<file path="src/hdl/vira_pkg.sv">
`default_nettype none
package vira_pkg;

  // Widths of the transaction fields, fixed by the interface.
  localparam int KIND_W   = 1;
  localparam int LEN_W    = 13;
  localparam int OFFOUT_W = 12;
  localparam int STAT_W   = 2;
  localparam int CNT_W    = 15;
  localparam int REG_W    = 13;
  localparam int ADDR_W   = 3;
  localparam int DATA_W   = 32;

  localparam logic [REG_W-1:0] REGION_RESET = 13'd4096;
  localparam logic [CNT_W-1:0] COUNT_MAX    = 15'h7FFF;

  typedef enum logic [STAT_W-1:0] {
    ST_OK    = 2'd0,
    ST_FULL  = 2'd1,
    ST_EMPTY = 2'd2
  } status_t;

  typedef enum logic [KIND_W-1:0] {
    KIND_INSERT = 1'b0,
    KIND_READ   = 1'b1
  } kind_t;

  // Register index, taken from paddr[2] (registers are 4 bytes apart).
  typedef enum logic {
    REG_REGION = 1'b0,
    REG_NONE   = 1'b1
  } reg_idx_t;

endpackage
`default_nettype wire

</file>
<file path="src/hdl/vira_ram.sv">
`default_nettype none
module vira_ram #(
  parameter int WIDTH = 8,
  parameter int DEPTH = 16
) (
  input  wire logic                     clk,
  input  wire logic                     we,
  input  wire logic [$clog2(DEPTH)-1:0] waddr,
  input  wire logic [WIDTH-1:0]         wdata,
  input  wire logic [$clog2(DEPTH)-1:0] raddr,
  output logic      [WIDTH-1:0]         rdata
);

  logic [WIDTH-1:0] mem_r [DEPTH];

  always_ff @(posedge clk) begin
    if (we) begin
      mem_r[waddr] <= wdata;
    end
    rdata <= mem_r[raddr];
  end

endmodule
`default_nettype wire

</file>
<file path="src/hdl/variable_item_ring_allocator_top.sv">
`default_nettype none
// Descriptor ring allocator: each input transaction either inserts an item of
// item_size bytes, receiving an offset in the data region, or reads back the
// oldest stored descriptor. A transaction can be accepted in every clock cycle
// while the result side is not stalling. It is taken into the input register
// when accepted, and its result is loaded into the result register when the
// input register advances; the result is offered from there. A stalled
// result holds the input register, and the input stalls only while that
// register cannot move on. The descriptor RAM is read ahead at the next head
// slot, with a bypass for a descriptor written to that slot in the same cycle
// as the read, and the end of the previous item is kept in a register, so no
// transaction waits on the memory. Entries never written since reset read as
// zero through a fill count, so there is no clearing pass. region_bytes is
// written through the APB port at address 0 and should only be changed while
// no transaction is in flight.
module variable_item_ring_allocator_top #(
  parameter int RING_ITEMS       = 16,
  parameter int REGION_MAX_BYTES = 4096
) (
  input  wire logic                          clk,
  input  wire logic                          rst_n,
  // input channel
  input  wire logic                          in_valid,
  output logic                               in_stall,
  input  wire logic [vira_pkg::KIND_W-1:0]   in_kind,
  input  wire logic [vira_pkg::LEN_W-1:0]    in_item_size,
  // result channel
  output logic                               out_valid,
  input  wire logic                          out_stall,
  output logic      [vira_pkg::STAT_W-1:0]   out_status,
  output logic      [vira_pkg::OFFOUT_W-1:0] out_data_offset,
  output logic      [vira_pkg::LEN_W-1:0]    out_item_length,
  // configuration port
  input  wire logic                          psel,
  input  wire logic                          penable,
  input  wire logic                          pwrite,
  input  wire logic [vira_pkg::ADDR_W-1:0]   paddr,
  input  wire logic [vira_pkg::DATA_W-1:0]   pwdata,
  output logic      [vira_pkg::DATA_W-1:0]   prdata,
  output logic                               pready
);

  localparam int SLOT_W = $clog2(RING_ITEMS);
  localparam int FILL_W = $clog2(RING_ITEMS + 1);
  localparam int OFS_W  = $clog2(REGION_MAX_BYTES);
  localparam int LEN_W  = vira_pkg::LEN_W;
  localparam int CNT_W  = vira_pkg::CNT_W;
  localparam int SUM_W  = ((OFS_W > LEN_W) ? OFS_W : LEN_W) + 2;
  localparam int ENT_W  = OFS_W + LEN_W;

  localparam logic [SLOT_W-1:0] SLOT_LAST = SLOT_W'(RING_ITEMS - 1);
  localparam logic [FILL_W-1:0] FILL_FULL = FILL_W'(RING_ITEMS);
  localparam logic [CNT_W-1:0]  HELD_FULL = CNT_W'(RING_ITEMS);
  localparam logic [SUM_W-1:0]  REGION_CAP = SUM_W'(REGION_MAX_BYTES);

  // configuration
  logic [vira_pkg::REG_W-1:0] region_r;
  logic                       cfg_wr;

  // state
  logic [CNT_W-1:0]  ins_cnt_r, ins_cnt_nxt;
  logic [CNT_W-1:0]  rd_cnt_r, rd_cnt_nxt;
  logic [SLOT_W-1:0] ins_slot_r, ins_slot_nxt;
  logic [SLOT_W-1:0] rd_slot_r, rd_slot_nxt;
  logic [FILL_W-1:0] fill_r, fill_nxt;
  logic [SUM_W-1:0]  prev_end_r, prev_end_nxt;

  // input register
  logic                     s1_valid_r;
  vira_pkg::kind_t          s1_kind_r;
  logic [LEN_W-1:0]         s1_size_r;

  // result register
  logic                     out_valid_r;
  vira_pkg::status_t        out_status_r, out_status_nxt;
  logic [vira_pkg::OFFOUT_W-1:0] out_offset_r, out_offset_nxt;
  logic [LEN_W-1:0]         out_length_r, out_length_nxt;

  // head descriptor path
  logic [ENT_W-1:0] ram_rdata;
  logic [ENT_W-1:0] head_fwd_data_r;
  logic             head_fwd_r;
  logic             head_valid_r;
  logic [ENT_W-1:0] head_ent;
  logic [SUM_W-1:0] head_off;
  logic [LEN_W-1:0] head_len;

  logic             advance;
  logic             in_accept;
  logic             ins_commit;
  logic             rd_commit;
  logic [CNT_W-1:0] held;
  logic [SUM_W-1:0] region_used;
  logic [SUM_W-1:0] size_ext;
  logic [SUM_W-1:0] place;
  logic [SUM_W-1:0] end_sum;
  logic             ins_ok;
  logic             ram_we;
  logic [ENT_W-1:0] ram_wdata;

  // ------------------------------------------------------------------
  // APB register
  assign pready = 1'b1;
  assign cfg_wr = psel && penable && pwrite &&
                  (vira_pkg::reg_idx_t'(paddr[2]) == vira_pkg::REG_REGION);

  always_comb begin
    prdata = '0;
    if (vira_pkg::reg_idx_t'(paddr[2]) == vira_pkg::REG_REGION) begin
      prdata = vira_pkg::DATA_W'(region_r);
    end
  end

  always_ff @(posedge clk) begin
    if (!rst_n) begin
      region_r <= vira_pkg::REGION_RESET;
    end else if (cfg_wr) begin
      region_r <= pwdata[vira_pkg::REG_W-1:0];
    end
  end

  // ------------------------------------------------------------------
  // handshake
  assign advance   = s1_valid_r && (!out_valid_r || !out_stall);
  assign in_stall  = s1_valid_r && !advance;
  assign in_accept = in_valid && !in_stall;

  // ------------------------------------------------------------------
  // allocation logic
  assign held        = ins_cnt_r - rd_cnt_r;
  assign size_ext    = SUM_W'(s1_size_r);
  assign region_used = (SUM_W'(region_r) > REGION_CAP) ? REGION_CAP : SUM_W'(region_r);
  assign end_sum     = prev_end_r + size_ext;

  assign head_ent = head_fwd_r   ? head_fwd_data_r :
                    head_valid_r ? ram_rdata       : '0;
  assign head_off = SUM_W'(head_ent[ENT_W-1:LEN_W]);
  assign head_len = head_ent[LEN_W-1:0];

  always_comb begin
    ins_ok = 1'b1;
    place  = '0;
    if (held == HELD_FULL) begin
      ins_ok = 1'b0;
    end else if (ins_cnt_r != '0) begin
      if (end_sum < region_used) begin
        place = prev_end_r;
      end else if (!(head_off > size_ext)) begin
        ins_ok = 1'b0;
      end
    end
  end

  assign ins_commit = advance && (s1_kind_r == vira_pkg::KIND_INSERT) && ins_ok;
  assign rd_commit  = advance && (s1_kind_r == vira_pkg::KIND_READ) && (held != '0);

  always_comb begin
    out_status_nxt = vira_pkg::ST_OK;
    out_offset_nxt = '0;
    out_length_nxt = s1_size_r;
    if (s1_kind_r == vira_pkg::KIND_INSERT) begin
      if (ins_ok) begin
        out_offset_nxt = place[vira_pkg::OFFOUT_W-1:0];
      end else begin
        out_status_nxt = vira_pkg::ST_FULL;
      end
    end else if (held == '0) begin
      out_status_nxt = vira_pkg::ST_EMPTY;
      out_length_nxt = '0;
    end else begin
      out_offset_nxt = head_off[vira_pkg::OFFOUT_W-1:0];
      out_length_nxt = head_len;
    end
  end

  // Slots follow the 15-bit counts: they restart at zero when a count wraps.
  always_comb begin
    ins_cnt_nxt  = ins_cnt_r;
    ins_slot_nxt = ins_slot_r;
    fill_nxt     = fill_r;
    prev_end_nxt = prev_end_r;
    if (ins_commit) begin
      ins_cnt_nxt  = ins_cnt_r + 1'b1;
      prev_end_nxt = place + size_ext;
      if (ins_cnt_r == vira_pkg::COUNT_MAX || ins_slot_r == SLOT_LAST) begin
        ins_slot_nxt = '0;
      end else begin
        ins_slot_nxt = ins_slot_r + 1'b1;
      end
      if (fill_r != FILL_FULL) begin
        fill_nxt = fill_r + 1'b1;
      end
    end
  end

  always_comb begin
    rd_cnt_nxt  = rd_cnt_r;
    rd_slot_nxt = rd_slot_r;
    if (rd_commit) begin
      rd_cnt_nxt = rd_cnt_r + 1'b1;
      if (rd_cnt_r == vira_pkg::COUNT_MAX || rd_slot_r == SLOT_LAST) begin
        rd_slot_nxt = '0;
      end else begin
        rd_slot_nxt = rd_slot_r + 1'b1;
      end
    end
  end

  // ------------------------------------------------------------------
  // descriptor memory, read ahead at the next head slot
  assign ram_we    = ins_commit;
  assign ram_wdata = {place[OFS_W-1:0], s1_size_r};

  vira_ram #(
    .WIDTH (ENT_W),
    .DEPTH (RING_ITEMS)
  ) u_desc_ram (
    .clk   (clk),
    .we    (ram_we),
    .waddr (ins_slot_r),
    .wdata (ram_wdata),
    .raddr (rd_slot_nxt),
    .rdata (ram_rdata)
  );

  always_ff @(posedge clk) begin
    head_fwd_data_r <= ram_wdata;
  end

  // ------------------------------------------------------------------
  // registers
  always_ff @(posedge clk) begin
    if (!rst_n) begin
      ins_cnt_r    <= '0;
      rd_cnt_r     <= '0;
      ins_slot_r   <= '0;
      rd_slot_r    <= '0;
      fill_r       <= '0;
      prev_end_r   <= '0;
      head_fwd_r   <= 1'b0;
      head_valid_r <= 1'b0;
      s1_valid_r   <= 1'b0;
      out_valid_r  <= 1'b0;
    end else begin
      ins_cnt_r    <= ins_cnt_nxt;
      rd_cnt_r     <= rd_cnt_nxt;
      ins_slot_r   <= ins_slot_nxt;
      rd_slot_r    <= rd_slot_nxt;
      fill_r       <= fill_nxt;
      prev_end_r   <= prev_end_nxt;
      head_fwd_r   <= ram_we && (ins_slot_r == rd_slot_nxt);
      head_valid_r <= (FILL_W'(rd_slot_nxt) < fill_nxt);
      if (in_accept) begin
        s1_valid_r <= 1'b1;
      end else if (advance) begin
        s1_valid_r <= 1'b0;
      end
      if (advance) begin
        out_valid_r <= 1'b1;
      end else if (!out_stall) begin
        out_valid_r <= 1'b0;
      end
    end
  end

  always_ff @(posedge clk) begin
    if (in_accept) begin
      s1_kind_r <= vira_pkg::kind_t'(in_kind);
      s1_size_r <= in_item_size;
    end
    if (advance) begin
      out_status_r <= out_status_nxt;
      out_offset_r <= out_offset_nxt;
      out_length_r <= out_length_nxt;
    end
  end

  assign out_valid       = out_valid_r;
  assign out_status      = out_status_r;
  assign out_data_offset = out_offset_r;
  assign out_item_length = out_length_r;

endmodule
`default_nettype wire

</file>
<file path="config.mk">
export PLATFORM = sky130hd
export DESIGN_NAME = variable_item_ring_allocator_top
export DESIGN_NICKNAME = d
export VERILOG_FILES = /design/src/hdl/vira_pkg.sv /design/src/hdl/vira_ram.sv /design/src/hdl/variable_item_ring_allocator_top.sv
export SDC_FILE = /design/constraint.sdc
export NUM_CORES = 1
export LEC_CHECK = 0
export BUFFER_PORTS_ARGS = -buffer_cell sky130_fd_sc_hd__buf_2
export CORE_UTILIZATION = 66
export CTS_CLUSTER_SIZE = 25
export DETAILED_ROUTE_END_ITERATION = 10
export HOLD_SLACK_MARGIN = 0.15
export PLACE_DENSITY = 0.84
export SLEW_MARGIN = 20
export SYNTH_ARGS = -nofsm -noshare
export SYNTH_HDL_FRONTEND = slang
export SYNTH_SLANG_ARGS = --single-unit
</file>
<file path="constraint.sdc">
create_clock -name clk -period 20.2 [get_ports clk]
set_clock_uncertainty 0.15 [all_clocks]
set_input_delay 2.02 -clock clk [delete_from_list [all_inputs] [get_ports clk]]
set_output_delay 2.02 -clock clk [all_outputs]
set_load 0.02 [all_outputs]
</file>
==> reports/qor.csv <==
metric,value,unit
ys_warn_count,0,
area_growth,10.6,%
gp_congestion,0.886,
rsz0062_at_grt,false,
cap_violations,0,
fin_nets,2018,
cp.required,20550,ps
antenna_found_initial,0,
first_global_vias,15300,
initial_core_util,67.2,%
synth_edf_count,441,
drtIter0Drc,1511,
fin_crit,8170,ps
outcome,completed,
p_per_area,92.5,nW/um2
p_seq_share,50.8,%
ir_worst_vdd,0.0616,mV
yosys-top-cells-area,"edfxtp_1, dfxtp_1, mux2i_1",
routed_via_density,6.45,
cts_hold_buf,0,
yosysTopAreaCell,edfxtp_1,
cts.sinks,566,
synth_most_common_cell,edfxtp_1,
start_kind,flop,
synth-seq-cells,566,
final_antenna_net_count,0,
synth-compound-area-share,10.5,%
core,36800,um2
arrival,8520,ps
crit_family,compound AO/OA/AOI/OAI gates,
cts.repair.resized,0,
rows,70,
cts_buffers,56,
dieArea,38300,um2
drt-total-wl,57.8,mm
ys.flop_type,edfxtp_1,
switching_share,22.6,%
synth-adder-area-share,4.06,%
synthCells,1812,
synth_mux_area_share,8.33,%
worst-path-buf-inv,2,
fp.dieW,196,um
synth_xor_area_share,1.95,%
critical_path.endpoint_type,flop,
final_layout_size_suffix_gt1_share,12.8,%
cts.htree.levels,2,
fin_util,74.4,%
tns,0,ps
grt_usage,30.4,%
power_frac_clock,41.4,%
root_buffer,clkbuf_16,
ys_seq_area_share,63.7,%
firstDrtPassIters,6,
crit_type,flop to flop,
p_comb_share,7.7,%
synth-simple-area-share,7.98,%
postCtsSetupBuffers,0,
pin_count,118,
synth_common_cells,"edfxtp_1, mux2i_1, dfxtp_1",
grt_overflow,0,
setup_violations,0,
finalHoldViolCount,0,
vias,15500,
synth_top_family_by_area,compound AO/OA/AOI/OAI gates,
nFillCells,2186,
hold_class,flop to flop,
grt_pass1_wl,86.9,mm
synth_top_area_share,53.5,%
die_height,196,um
cts_tree,done,
cp_max_fo,21,
avgRoutedWirePerCell,24.1,um
clk_latency,610,ps
dp_hpwl,32.9,mm
grt_max_degree,76,
clkTransAtPathRegs,60,ps
leakage,10.3,nW
drc,0,
period_share,40.5,%
syn_area,24700,um2
slew_headroom,22.4,%
fmax,0.122,GHz
avgSynthCellArea,13.7,um2
switching_power,572,uW
async_flop_share,0,%
synth_cell_types,74,
drv_slew,0,
clockBufferDepth,3,
p_int,1.96,mW
portBuffers,76,
crit_slowest_cell,edfxtp_1,
slowest_delay,880,ps
crit_top_cell,o21ai_0,
tightest_slew,1160,ps
[area by class of cell]
type	instances	area [um2]	share of cell area, %
sequential	566	15700	57.5
multi-input combinational	1107	8330	30.4
clock buffer	84	1670	6.10
timing repair buffer	100	613	2.24
tap	468	586	2.14
clock inverter	22	215	0.787
inverter	52	200	0.732
antenna	1	2.50	0.00915
[cells by family after synthesis]
family                   after synthesis
XOR/XNOR                              55
AND/OR/NAND/NOR                      389
adder cells (fa/ha/maj)               79
AO/OA/AOI/OAI                        359
flip-flops                           566
other                                  2
buffers and inverters                157
multiplexers                         205
[path summary, 6_finish.rpt]
check	start	to	slack, ps	depth (start not counted)
max reg2reg	s1_size_r[0]	prev_end_r[14]	12030	31
min reg2reg	region_r[9]	region_r[9]	330	2
max	s1_size_r[0]	prev_end_r[14]	12030	31
min	region_r[9]	region_r[9]	330	2
[placed cells by master, fill, tap and decap left out, types with 8 or more instances in the layout]
master and count:
a22o_1 21, or3_1 9, mux2i_1 201, buf_2 76, ha_1 77, o21a_1 12, clkbuf_1 15, buf_4 20
nand4_1 15, a22oi_1 90, and3_1 14, a21oi_1 82, xnor2_1 46, o22ai_1 11, nor3_1 17, conb_1 20
nand2_1 111, a22oi_2 20, nand3_1 29, a21boi_0 30, edfxtp_1 441, inv_1 50, and2_1 46, dfxtp_1 125
nor2_4 15, xor2_1 9, nor2b_1 29, nor2_1 59, clkbuf_16 60, nand2b_1 8, o21ai_0 34
[state kept, by name (all words and copies together) (netlist names)]
| name | cells |
|---|---|
| s1_valid_r | 1 |
| prev_end_r | 15 |
| head_fwd_data_r | 25 |
| u_desc_ram.rdata | 25 |
| fill_r | 5 |
| region_r | 13 |
| out_valid | 1 |
| u_desc_ram.mem_r | 400 |
| out_status | 2 |
| out_data_offset | 12 |
| s1_size_r | 13 |
| s1_kind_r | 1 |
| head_valid_r | 1 |
| rd_cnt_r | 15 |
| rd_slot_r | 4 |
| out_item_length | 13 |
| ins_cnt_r | 15 |
| head_fwd_r | 1 |
| ins_slot_r | 4 |
[metal layers]
layer	routed length (um)	part of all wire [%]	up-vias	GRT usage, %
li1	-	-	6942	-
met1	22200	38	7610	39.4
met4	1910	3.3	0	12.5
met5	0	0	-	0
met3	5060	8.8	137	5.08
met2	28600	50	779	51.2
[metrics by stage]
step / area (um2) / power [mW] / instances / hold slack [ps] / worst slack, ps
2_1_floorplan: 24800 / 1.46 / 1830 / 297 / 13730
3_3_place_gp: 25400 / 1.49 / 2289 / 318 / 12390
3_5_place_dp: 25400 / 1.50 / 2289 / 328 / 12240
4_1_cts: 27300 / 2.53 / 2395 / 337 / 12170
5_1_grt: 27400 / 2.59 / 2399 / 356 / 11470
6_report: 27400 / 2.53 / 2400 / 333 / 12030
[power by group through the flow]
stage / sequential, mW / clock (mW) / combinational, mW
finish: 1.29 / 1.05 / 0.196
global route: 1.29 / 1.10 / 0.210
CTS: 1.29 / 1.05 / 0.193
detailed placement: 1.31 / 0 / 0.190
global placement: 1.31 / 0 / 0.185
floorplan: 1.31 / 0 / 0.153
[tightest hold or removal path, stage by stage, from the launching register on]
cell and delay (ps):
dfxtp_1 320, nand2_1 50, a21boi_0 60
No activity file was read; power rests on OpenSTA's default activity.
